==> config.mk <==
export PLATFORM = sky130hd
export DESIGN_NAME = gcm_div
export DESIGN_NICKNAME = d
export VERILOG_FILES = /design/src/hdl/gcm_pkg.sv /design/src/hdl/gcm_div.sv
export SDC_FILE = /design/constraint.sdc
export NUM_CORES = 1
export LEC_CHECK = 0
export BUFFER_PORTS_ARGS = -buffer_cell sky130_fd_sc_hd__buf_2
export CORE_MARGIN = 3
export CORE_UTILIZATION = 60
export DETAILED_ROUTE_END_ITERATION = 10
export PLACE_DENSITY = 0.86
export REMOVE_ABC_BUFFERS = 1
export SLEW_MARGIN = 20
export SYNTH_ARGS = -nofsm -noshare
export SYNTH_HDL_FRONTEND = slang
export SYNTH_SLANG_ARGS = --single-unit
==> constraint.sdc <==
create_clock -name clk -period 5.5 [get_ports clk]
set_clock_uncertainty 0.05 [all_clocks]
set_input_delay 0.275 -clock clk [delete_from_list [all_inputs] [get_ports clk]]
set_output_delay 0.275 -clock clk [all_outputs]
set_load 0.1 [all_outputs]
==> src/hdl/gcm_pkg.sv <==
`default_nettype none
package gcm_pkg;
	localparam int VAL_W     = 16;
	localparam int CNT_W     = 3;
	localparam int CFG_IDX_W = 3;
	localparam int DIFF_W    = VAL_W + 1;
	localparam int DIV_W     = VAL_W + 1;

	localparam logic [CFG_IDX_W-1:0] CFG_STOP_COUNT = 3'd0;
	localparam logic [CFG_IDX_W-1:0] CFG_STOP_FIRST = 3'd1;
	localparam logic [VAL_W-1:0]     ONE_VALUE      = 16'd4096;
endpackage
`default_nettype wire

==> src/hdl/gcm_div.sv <==
`default_nettype none
module gcm_div #(
	parameter int COLOR_BITS = 12
) (
	input  wire logic                          clk,
	input  wire logic [COLOR_BITS:0]           en,
	input  wire logic [COLOR_BITS+19:0]        dividend,
	input  wire logic [gcm_pkg::DIV_W-1:0]     divisor,
	input  wire logic                          neg,
	input  wire logic                          sat,
	input  wire logic [COLOR_BITS-1:0]         cl,
	output logic [COLOR_BITS:0]                quo,
	output logic                               neg_out,
	output logic                               sat_out,
	output logic [COLOR_BITS-1:0]              cl_out
);
	localparam int C  = COLOR_BITS;
	localparam int QB = C + 1;
	localparam int RW = C + 20;
	localparam int BW = gcm_pkg::DIV_W;

	logic [RW-1:0] rem_s [QB+1];
	logic [QB-1:0] quo_s [QB+1];
	logic [BW-1:0] dvs_s [QB+1];
	logic          neg_s [QB+1];
	logic          sat_s [QB+1];
	logic [C-1:0]  cl_s  [QB+1];

	assign rem_s[0] = dividend;
	assign quo_s[0] = '0;
	assign dvs_s[0] = divisor;
	assign neg_s[0] = neg;
	assign sat_s[0] = sat;
	assign cl_s[0]  = cl;

	// One restoring step per stage, quotient MSB first.
	for (genvar k = 0; k < QB; k++) begin : g_step
		logic [RW-1:0] sh;
		logic          ge;
		assign sh = RW'(dvs_s[k]) << (QB - 1 - k);
		assign ge = (rem_s[k] >= sh);
		always_ff @(posedge clk) begin
			if (en[k]) begin
				rem_s[k+1] <= ge ? (rem_s[k] - sh) : rem_s[k];
				quo_s[k+1] <= {quo_s[k][QB-2:0], ge};
				dvs_s[k+1] <= dvs_s[k];
				neg_s[k+1] <= neg_s[k];
				sat_s[k+1] <= sat_s[k];
				cl_s[k+1]  <= cl_s[k];
			end
		end
	end

	assign quo     = quo_s[QB];
	assign neg_out = neg_s[QB];
	assign sat_out = sat_s[QB];
	assign cl_out  = cl_s[QB];
endmodule
`default_nettype wire

==> results.json <==
{
  "status": "complete, no violations",
  "combPwrFrac": 0.298,
  "rrSetupSlack_ns": 1.32,
  "power_frac_seq": 0.437,
  "syn_inst": 3339,
  "dr_total_vias": 26300,
  "r2r_cells": 12,
  "fin_crit_ns": 4.18,
  "hp-start": "dividend[26]",
  "dr.pass1.iters": 6,
  "rr_endpoint": "rem_s[218]$_DFFE_PP_",
  "maxCapViolations": 0,
  "grt_use_total": 0.215,
  "grt_max_degree": 75,
  "min_path_cells": 3,
  "crit_fanout": 5,
  "slew-limit-headroom": 0.288,
  "final_cell_mix": "edfxtp_1, inv_1, nand2_1",
  "coreArea_um2": 68900,
  "cts_buffers": 85,
  "synth.distinct_cells": 80,
  "ioPinCount": 104,
  "clockBufferDepth": 3,
  "final_common_cell": "edfxtp_1",
  "cts_tree": "done",
  "place.detailed.hpwl_um": 55500,
  "swShare": 0.312,
  "power_density_nw_per_um2": 465,
  "antenna_found_initial": 0,
  "leakage_nw": 17.7,
  "grt_overflow": 0,
  "cts.htree.levels": 3,
  "crit_type": "register to register",
  "nets": 3838,
  "hp-class": "input pin to register",
  "p_sw_w": 0.00679,
  "ant_nets": 0,
  "place_ws_ns": 1.49,
  "pwr-share-clk": 0.266,
  "clk_pin_slew_ns": 0.07,
  "fmax_mhz": 239,
  "end_kind": "register",
  "cpPeakStageDelay_ns": 0.78,
  "place_congestion": 0.924,
  "layout_setup_ws_ns": 1.32,
  "yosysWarnings": 0,
  "worstMarginPinSlew_ns": 1.07,
  "hold_viol_final": 0,
  "rsz0062_at_grt": "false",
  "synthArstFlopShare": 0,
  "start_util": 0.608,
  "port_buffers": 103,
  "critPathBufInv": 2,
  "p_int_w": 0.0150,
  "syn_area_um2": 41900,
  "area_growth_pct": 11.7,
  "synth_edf_count": 861,
  "crit_family": "compound AO/OA/AOI/OAI gates",
  "dieArea_um2": 73100,
  "synthFlopType": "edfxtp_1",
  "die_h_um": 270,
  "die_w_um": 270,
  "critPathLaunchType": "register",
  "grt_pass1_wl_um": 129000,
  "drive_above_1_share": 0.0905,
  "cts_sinks": 861,
  "grt_pass1_vias": 26800,
  "clkLatencyLatePin_ns": 0.63,
  "drv_slew": 0,
  "syn_avg_cell_area_um2": 12.6,
  "path_cells": "inv_1 -> ha_1 -> inv_1 -> fa_1 -> a21o_1 -> a221oi_1 -> o21ai_0 -> a2111oi_0 -> o31ai_1 -> a21oi_1 -> o311ai_0 -> xnor2_1",
  "drtIter0Drc": 1927,
  "rr_startpoint": "rem_s[230]$_DFFE_PP_",
  "hold_path_end": "rem_s[410]$_DFFE_PP_",
  "wl_per_cell_um": 17.6,
  "fillers": 4665,
  "drc_errors": 0,
  "setup-tns-final_ns": 0,
  "slowest_stage": "a2111oi_0",
  "cp_common_cell": "inv_1",
  "ir_worst_vdd_v": 0.000274,
  "row_count": 96,
  "crit_arrival_ns": 4.50,
  "setup_viol": 0,
  "min_period_over_period": 0.760,
  "worstPathRequired_ns": 5.82,
  "via_per_inst": 5.81,
  "synth-seq-area-share": 0.617,
  "ys_seq_elements": 861,
  "cts-root-buf": "clkbuf_16",
  "routed_wl_um": 79500,
  "antenna_cells": 0
}
## power groups by stage
stage	registers, W	clock network, W	logic (W)
final	0.00951	0.00579	0.00649
after global routing	0.00961	0.00615	0.00721
after CTS	0.00949	0.00590	0.00640
after detailed placement	0.00960	0	0.00629
after global placement	0.00956	0	0.00612
after floorplan	0.00943	0	0.00485
## logic make-up (layout without fill, tap and decap cells)
family,after synthesis,count (layout),share of synthesized area
xor+xnor,253,253,0.0528
flops,861,861,0.617
compound gates,743,743,0.112
mux,34,34,0.00901
simple gates,852,852,0.103
fa+ha+maj,233,233,0.0717
buf+inv,363,615,0.0348
## stage by stage
stage,area [µm²],util,cells,hold slack [ns],total power (W)
6_report,46800,0.679,4522,0.0388,0.0218
3_5_place_dp,43400,0.630,4310,0.355,0.0159
5_1_grt,46800,0.679,4522,0.0529,0.0230
2_1_floorplan,41500,-,3252,0.324,0.0143
3_3_place_gp,43400,0.630,4310,0.350,0.0157
4_1_cts,46800,0.679,4522,0.00640,0.0218
## worst max path at each step
stage | cells after the start | slack [ns] | endpoint | startpoint
2_1_floorplan | 10 | 1.35 | rem_s[255]$_DFFE_PP_ | dvs_s[137]$_DFFE_PP_
3_3_place_gp | 10 | 1.58 | rem_s[301]$_DFFE_PP_ | rem_s[330]$_DFFE_PP_
3_5_place_dp | 12 | 1.49 | rem_s[218]$_DFFE_PP_ | rem_s[230]$_DFFE_PP_
4_1_cts | 12 | 1.44 | rem_s[218]$_DFFE_PP_ | rem_s[230]$_DFFE_PP_
5_1_grt | 12 | 0.99 | rem_s[218]$_DFFE_PP_ | rem_s[230]$_DFFE_PP_
6_report | 12 | 1.32 | rem_s[218]$_DFFE_PP_ | rem_s[230]$_DFFE_PP_
## tightest hold or removal path: cells and delay by family
kind | cells | cell delay [ns]
AO/OA/AOI/OAI | 1 | 0.14
buffers and inverters | 1 | 0.11
AND/OR/NAND/NOR | 1 | 0.05
## per-layer routing
layer | up-vias | track usage | wire, µm
met1 | 12500 | 0.223 | 29400
li1 | 12800 | - | -
met4 | 0 | 0.115 | 4280
met3 | 259 | 0.0292 | 2850
met5 | - | 0 | 0
met2 | 753 | 0.418 | 43000
## flip-flops by register name (all words and copies together), names as in the netlist
| signal | cells |
|---|---|
| cl_out | 12 |
| neg_out | 1 |
| dvs_s | 204 |
| sat_out | 1 |
| quo_s | 78 |
| neg_s | 12 |
| cl_s | 144 |
| rem_s | 384 |
| sat_s | 12 |
| quo | 13 |
## cells in the mapped netlist (all sizes together) (8+ instances only)
master | n | share of area
nand4b | 15 | 0.0031
nor4 | 43 | 0.0064
a31o | 8 | 0.0017
a211oi | 38 | 0.0068
o211ai | 13 | 0.0023
and2 | 13 | 0.0019
a2111oi | 14 | 0.0029
nor2b | 38 | 0.0057
buf | 27 | 0.0047
or3 | 30 | 0.0045
ha | 221 | 0.066
a21o | 68 | 0.012
o21ai | 216 | 0.026
o21a | 30 | 0.0054
xnor2 | 127 | 0.027
o2111ai | 8 | 0.0017
o21bai | 8 | 0.0014
nor3 | 72 | 0.0087
a31oi | 24 | 0.0037
and3 | 14 | 0.0021
inv | 276 | 0.025
fa | 12 | 0.0057
nand4 | 36 | 0.0054
nor2 | 186 | 0.017
edfxtp | 861 | 0.62
nor4b | 9 | 0.0019
a21oi | 200 | 0.024
a211o | 17 | 0.0036
o31ai | 25 | 0.0045
nand2 | 233 | 0.021
nand3 | 42 | 0.0050
nand2b | 47 | 0.0070
or2 | 22 | 0.0033
a21boi | 9 | 0.0016
clkbuf | 60 | 0.0054
xor2 | 126 | 0.026
mux2 | 30 | 0.0081
nand3b | 13 | 0.0023
or4 | 12 | 0.0023
## final cells by class
cell class                 count  area, µm²  share of cell area
clock inverter                42        498              0.0106
timing repair buffer         189       1320              0.0282
sequential                   861      25900               0.552
clock buffer                 108       2300              0.0491
inverter                     276       1040              0.0221
multi-input combinational   2115      14600               0.313
tap                          931       1160              0.0249
## what timing repair did
item	4_1_cts	5_1_grt
hold endpoints to repair	80	0
setup endpoints to repair	0	0
hold buffers	62	0
gates resized for setup	0	0
buffers inserted	0	0
Note: power is estimated with default switching activity, not from simulation.
