$ cat src/hdl/gcm_pkg.sv
`default_nettype none
package gcm_pkg;
	localparam int VAL_W     = 16;
	localparam int CNT_W     = 3;
	localparam int CFG_IDX_W = 3;
	localparam int DIFF_W    = VAL_W + 1;
	localparam int DIV_W     = VAL_W + 1;

	localparam logic [CFG_IDX_W-1:0] CFG_STOP_COUNT = 3'd0;
	localparam logic [CFG_IDX_W-1:0] CFG_STOP_FIRST = 3'd1;
	localparam logic [VAL_W-1:0]     ONE_VALUE      = 16'd4096;
endpackage
`default_nettype wire

$ cat src/hdl/gcm_front.sv
`default_nettype none
module gcm_front #(
	parameter int MAX_STOPS  = 6,
	parameter int COLOR_BITS = 12
) (
	input  wire logic                                  clk,
	input  wire logic [3:0]                            en,
	input  wire logic signed [gcm_pkg::VAL_W-1:0]      sample_value,
	input  wire logic [gcm_pkg::CNT_W-1:0]             stop_count,
	input  wire logic [3*COLOR_BITS+gcm_pkg::VAL_W-1:0] stops [MAX_STOPS],
	output logic [COLOR_BITS+19:0]                     num_s4 [3],
	output logic [gcm_pkg::DIV_W-1:0]                  dvs_s4,
	output logic [2:0]                                 neg_s4,
	output logic [2:0]                                 sat_s4,
	output logic [COLOR_BITS-1:0]                      cl_s4 [3],
	output logic                                       dzero_s4,
	output logic                                       nograd_s4
);
	localparam int C   = COLOR_BITS;
	localparam int SW  = 3*C + gcm_pkg::VAL_W;
	localparam int IW  = $clog2(MAX_STOPS);
	localparam int NW  = C + 18;
	localparam int RW  = NW + 2;
	localparam int QB  = C + 1;
	localparam int VW  = gcm_pkg::VAL_W;
	localparam int DW  = gcm_pkg::DIFF_W;

	// Stage 1: bracketing search over the stops in use.
	logic [gcm_pkg::CNT_W-1:0] n;
	logic [IW-1:0]             l_c, r_c, m_c;
	logic [IW:0]               sum_c;
	logic                      nograd_c;

	logic signed [VW-1:0] s_s1, s_s2;
	logic [IW-1:0]        l_s1, r_s1;
	logic                 nograd_s1;

	always_comb begin
		n = (stop_count > gcm_pkg::CNT_W'(MAX_STOPS)) ? gcm_pkg::CNT_W'(MAX_STOPS) : stop_count;
		nograd_c = (n < gcm_pkg::CNT_W'(2));
		l_c = '0;
		r_c = nograd_c ? IW'(1) : IW'(n - gcm_pkg::CNT_W'(1));
		sum_c = '0;
		m_c = '0;
		for (int it = 0; it < 3; it++) begin
			if (r_c - l_c != IW'(1)) begin
				sum_c = {1'b0, r_c} + {1'b0, l_c};
				m_c = sum_c[IW:1];
				if ($signed(stops[m_c][SW-1 -: VW]) < sample_value)
					l_c = m_c;
				else
					r_c = m_c;
			end
		end
	end

	always_ff @(posedge clk) begin
		if (en[0]) begin
			s_s1      <= sample_value;
			l_s1      <= l_c;
			r_s1      <= r_c;
			nograd_s1 <= nograd_c;
		end
	end

	// Stage 2: fetch the pair, interval width and offset, sign folded.
	logic signed [VW-1:0] vl, vr;
	logic signed [DW-1:0] d_c, sd_c;
	logic [VW-1:0]        dabs_s2, dabs_s3;
	logic signed [DW-1:0] sd_s2;
	logic [C-1:0]         cl_s2 [3], cr_s2 [3], cl_s3 [3];
	logic                 nograd_s2, dzero_s2, nograd_s3, dzero_s3;

	always_comb begin
		vl   = $signed(stops[l_s1][SW-1 -: VW]);
		vr   = $signed(stops[r_s1][SW-1 -: VW]);
		d_c  = DW'(vr) - DW'(vl);
		sd_c = DW'(s_s1) - DW'(vl);
		if (d_c < 0) begin
			d_c  = -d_c;
			sd_c = -sd_c;
		end
	end

	always_ff @(posedge clk) begin
		if (en[1]) begin
			s_s2      <= s_s1;
			dabs_s2   <= d_c[VW-1:0];
			sd_s2     <= sd_c;
			dzero_s2  <= (d_c == '0);
			nograd_s2 <= nograd_s1;
			for (int ch = 0; ch < 3; ch++) begin
				cl_s2[ch] <= stops[l_s1][(2-ch)*C +: C];
				cr_s2[ch] <= stops[r_s1][(2-ch)*C +: C];
			end
		end
	end

	// Stage 3: one multiplier per channel.
	logic signed [NW-1:0] num_s3 [3];
	logic signed [C:0]    dc [3];

	always_comb begin
		for (int ch = 0; ch < 3; ch++)
			dc[ch] = $signed({1'b0, cr_s2[ch]}) - $signed({1'b0, cl_s2[ch]});
	end

	always_ff @(posedge clk) begin
		if (en[2]) begin
			for (int ch = 0; ch < 3; ch++)
				num_s3[ch] <= NW'(sd_s2 * dc[ch]);
			dabs_s3   <= dabs_s2;
			cl_s3     <= cl_s2;
			dzero_s3  <= dzero_s2 || (s_s2 == s_s2 && dabs_s2 == '0);
			nograd_s3 <= nograd_s2;
		end
	end

	// Stage 4: rounding offset, floor folded into an unsigned dividend,
	// and an early check for quotients too large to matter.
	logic signed [RW-1:0] a_c [3];
	logic [RW-1:0]        ap_c [3];
	logic [DW-1:0]        b_c;
	logic [RW-1:0]        lim_c;
	logic [2:0]           neg_c, sat_c;

	always_comb begin
		b_c   = {dabs_s3, 1'b0};
		lim_c = RW'({b_c, {QB{1'b0}}});
		for (int ch = 0; ch < 3; ch++) begin
			a_c[ch]   = $signed({num_s3[ch][NW-1], num_s3[ch], 1'b0})
				+ $signed(RW'(dabs_s3));
			neg_c[ch] = a_c[ch][RW-1];
			ap_c[ch]  = neg_c[ch] ? (RW'(-a_c[ch]) + RW'(b_c) - RW'(1)) : RW'(a_c[ch]);
			sat_c[ch] = (ap_c[ch] >= lim_c);
		end
	end

	always_ff @(posedge clk) begin
		if (en[3]) begin
			for (int ch = 0; ch < 3; ch++)
				num_s4[ch] <= ap_c[ch];
			dvs_s4    <= b_c;
			neg_s4    <= neg_c;
			sat_s4    <= sat_c;
			cl_s4     <= cl_s3;
			dzero_s4  <= dzero_s3;
			nograd_s4 <= nograd_s3;
		end
	end
endmodule
`default_nettype wire

$ cat config.mk
export PLATFORM = sky130hd
export DESIGN_NAME = gcm_front
export DESIGN_NICKNAME = d
export VERILOG_FILES = /design/src/hdl/gcm_pkg.sv /design/src/hdl/gcm_front.sv
export SDC_FILE = /design/constraint.sdc
export NUM_CORES = 2
export LEC_CHECK = 0
export BUFFER_PORTS_ARGS = -buffer_cell sky130_fd_sc_hd__buf_2
export CAP_MARGIN = 10
export CELL_PAD_IN_SITES_DETAIL_PLACEMENT = 1
export CELL_PAD_IN_SITES_GLOBAL_PLACEMENT = 2
export CORE_AREA = 5 5 381 383
export DETAILED_ROUTE_END_ITERATION = 8
export DIE_AREA = 0 0 386 388
export PLACE_DENSITY_LB_ADDON = 0.1
export SYNTH_ARGS = -nofsm -noshare
export SYNTH_HDL_FRONTEND = slang
export SYNTH_SLANG_ARGS = --single-unit
$ cat constraint.sdc
create_clock -name clk -period 14.5 [get_ports clk]
set_clock_uncertainty 0.1 [all_clocks]
set_input_delay 0.725 -clock clk [delete_from_list [all_inputs] [get_ports clk]]
set_output_delay 0.725 -clock clk [all_outputs]
set_load 0.1 [all_outputs]
==> summary by stage <==
Outcome
The run finished with clean final reports.

Critical path
The critical path startpoint is stop_count[1]. For the worst flop-to-flop path, the logic depth is 36. Data on the critical path is required at its endpoint by about 15 ns. The critical path launch point type is an input port. The cell repeated most along the worst path is sky130_fd_sc_hd__o21ai_0. The type of the worst setup path is in2reg. At the worst endpoint, the arrival time is around 12 ns. The worst register-to-register path begins at cl_s2[24]. The reg-to-reg critical path endpoint is num_s3[0][29]. The maximum fanout along the worst path is 32. The slack of the worst reg-to-reg path is ~4.9 ns. The capture point of the critical path is l_s1[2]. For this run, the slowest stage of the critical path takes about 0.9 ns. The category of the worst setup path capture point is a flop.

The largest individual stage delay along the critical path comes from the cell sky130_fd_sc_hd__o21a_1.

Logic synthesis
The number of enable flip-flop cells after synthesis is 430. Of the post-synthesis cell area, the dominant cell type holds 0.230. The flip-flop and latch count after synthesis is 430. The most used flip-flop cell after synthesis is sky130_fd_sc_hd__edfxtp_1. Counting every instance in the synthesized netlist gives 5605. Yosys instantiated no cell more often than sky130_fd_sc_hd__inv_1. A synthesized cell averages approximately 10 um2. The register area share after synthesis is 0.230. The post-synth design cell area is approximately 0.056 mm2. Sorting the synthesized cells by how often they occur yields sky130_fd_sc_hd__inv_1 (763), sky130_fd_sc_hd__nand2_1 (662), sky130_fd_sc_hd__fa_1 (635). Sorting the synthesized cells by area gives the leading types as sky130_fd_sc_hd__edfxtp_1 (23%), sky130_fd_sc_hd__fa_1 (23%), sky130_fd_sc_hd__ha_1 (11%). The number of warnings issued by yosys is 0. The number of distinct library cells after synthesis is ~110.

For this run, asynchronously set or reset flops after synthesis account for 0. sky130_fd_sc_hd__edfxtp_1 takes more of the synthesized area than any other cell.

Die
In this run the horizontal extent of the chip is around 390 um. The die is about 390 um tall. The floorplan step defined a die boundary enclosing ~0.15 mm2. For this design the top-level I/O count stands at 493.

The region available for standard cell placement spans roughly 0.14 mm2. Row generation in the floorplan step produced 138 rows. The effective utilization at floorplan is 0.399.

Placed design
The placer's final routability congestion estimate is approximately 0.88. The standard cell area after detailed placement is ~0.061 mm2. The detailed placement HPWL is 152000 um. The number of I/O port buffers is 491. Counting tap cells, the placed design contains a total of 7860 instances.

Route
The routed layout has approximately 43000 vias. The number of routed nets with antenna violations is 0. The DRC violation total after the first TritonRoute iteration is about 1800. The wire length per cell after detailed routing is approximately 23 um. The first-pass iteration count of the detailed router is 5. Using the TritonRoute via totals, the vias-per-cell ratio works out to between 5 and 6. The sum of routed wire length over all layers is around 190000 um. The post-detailed-route DRC marker count is 0.

STA
Subtracting the final worst setup slack from the clock period gives 11.68 ns. The slew at the pin closest to its max-slew limit is 1.13 ns. Setup violations remaining at the end of the flow were counted as 0. The final-report hold violation count is 0. The maximum operating frequency is 85.6 MHz. Dividing the final minimum period by the clock period gives 0.805.

The number of max-slew violations in the final report is 0. Setup repair after global routing left no endpoint under its margin. The worst max-slew margin expressed relative to the limit is 0.246. The sum of negative setup slack is 0 ns.

Final layout
At the end of the flow, the number of nets in the layout was approximately 7500. The footprint of the multi-input gates is roughly 0.040 mm2. The filler cells instantiated in the layout total 15849. The post-layout instance area is 0.0629 mm2. In the final layout, flip-flops and latches occupy 0.0129 mm2. The count of cells in the finished layout, fillers not included, comes to 7965.

The growth of design area from synthesis to finish is 11.9%. The share of final-layout standard cells stronger than drive strength 1 is 0.154.

Clock network
Buffers inserted during clock tree synthesis total 53. Once the clock tree was built, the resizer swapped 0 gates to a different size. The clock reaches the later pin of the worst-skew pair after around 0.67 ns. In this run the deepest clock path goes through 3 buffers. Clock-pin slew was measured on the worst setup and hold paths at roughly 0.07 ns. In this run the clock root is driven by a sky130_fd_sc_hd__clkbuf_16. The CTS tree is built. CTS built an H-tree with a depth of 2. The number of setup buffers added after CTS is 0. The post-cts hold buffer count is 0. The number of clock sinks is 430.

Flow run
Across the run, the number of max-cap violations was 0.

Hold path
In this run the worst hold path is classified as in2reg. The origin of the worst min-delay path is sample_value[3].

Global routing
Entering global routing, the biggest net connects 84 pins. The number of global-route vias before repair is between 40000 and 50000. The first global-routing pass estimated just under 300000 um of wire. Summed over all layers, the global routing overflow is 0. The overall fraction of global-route tracks in use is 0.250.

The initial antenna violation count is 10.
-- layer usage --
| layer | part of all wire | GRT usage |
|---|---|---|
| met5 | 0 | 0 |
| met4 | 0.034 | 0.0753 |
| met2 | 0.50 | 0.439 |
| met3 | 0.027 | 0.0184 |
| met1 | 0.44 | 0.329 |
-- logic make-up (layout without fill, tap and decap cells) --
group / after synthesis / after routing / synth area share
other: 1 / 10 / 0.0000667
DFF: 430 / 430 / 0.230
and+or+nand+nor: 1544 / 1544 / 0.132
AOI/OAI and AO/OA: 871 / 871 / 0.0982
xor gates and xnor gates: 329 / 329 / 0.0517
buffers and inverters: 990 / 1451 / 0.0664
adders and majority gates: 1123 / 1123 / 0.335
muxes: 317 / 317 / 0.0869
-- worst max-delay path: cells and delay by family --
kind / cells / cell delay, ns
buffers and inverters: 6 / 1.26
XOR/XNOR: 1 / 0.45
multiplexers: 4 / 1.87
adder cells (fa/ha/maj): 6 / 2.08
AO/OA/AOI/OAI: 20 / 4.93
AND/OR/NAND/NOR: 6 / 0.56
-- state kept, by name, indices dropped and copies added (netlist names), 16 cells and up --
| name | count |
|---|---|
| num_s4 | 96 |
| cl_s4 | 36 |
| dabs_s2 | 16 |
| num_s3 | 90 |
| dabs_s3 | 16 |
| cr_s2 | 36 |
| dvs_s4 | 16 |
| cl_s2 | 36 |
| sd_s2 | 17 |
| s_s1 | 16 |
| cl_s3 | 36 |
-- cell usage in the layout, fill, tap and decap left out, drive strengths merged, types with 57 or more instances in the layout --
cell,count
mux4,136
nor2,213
a21oi,198
inv,774
fa,635
mux2i,174
nor2b,91
nor3,77
nand2,663
buf,583
and2,200
clkbuf,57
ha,488
or2,62
a21o,71
o21ai,309
edfxtp,430
xnor2,239
xor2,90
-- metrics by stage --
step           worst slack (ns)  hold slack [ns]  utilization
4_1_cts                    2.75            0.128        0.446
6_report                   2.82            0.178        0.446
2_1_floorplan              3.67            0.300            -
3_5_place_dp               2.13            0.306        0.432
3_3_place_gp               2.22            0.302        0.432
5_1_grt                    1.86            0.156        0.446
-- final cells by class --
| cell class | instances | area share |
|---|---|---|
| repair buffers | 583 | 0.0503 |
| clock buffers | 57 | 0.0213 |
| inverters | 769 | 0.0459 |
| well taps | 1890 | 0.0376 |
| multi-input cells | 4188 | 0.630 |
| flip-flops and latches | 430 | 0.205 |
| clock inverters | 42 | 0.00903 |
| diodes | 6 | 0.000239 |
-- how the worst min path moves through the flow --
stage                     end  slack, ns  cells after the start
floorplan            cl_s4[0]       0.30                      0
global placement     cl_s4[6]       0.30                      0
detailed placement  cl_s4[16]       0.31                      0
CTS                   s_s1[3]       0.13                      1
global route          s_s1[1]       0.16                      1
finish                s_s1[3]       0.18                      1
Power is not shown: default switching activity piles up to over one toggle a cycle in this logic, so the estimate is an artifact.
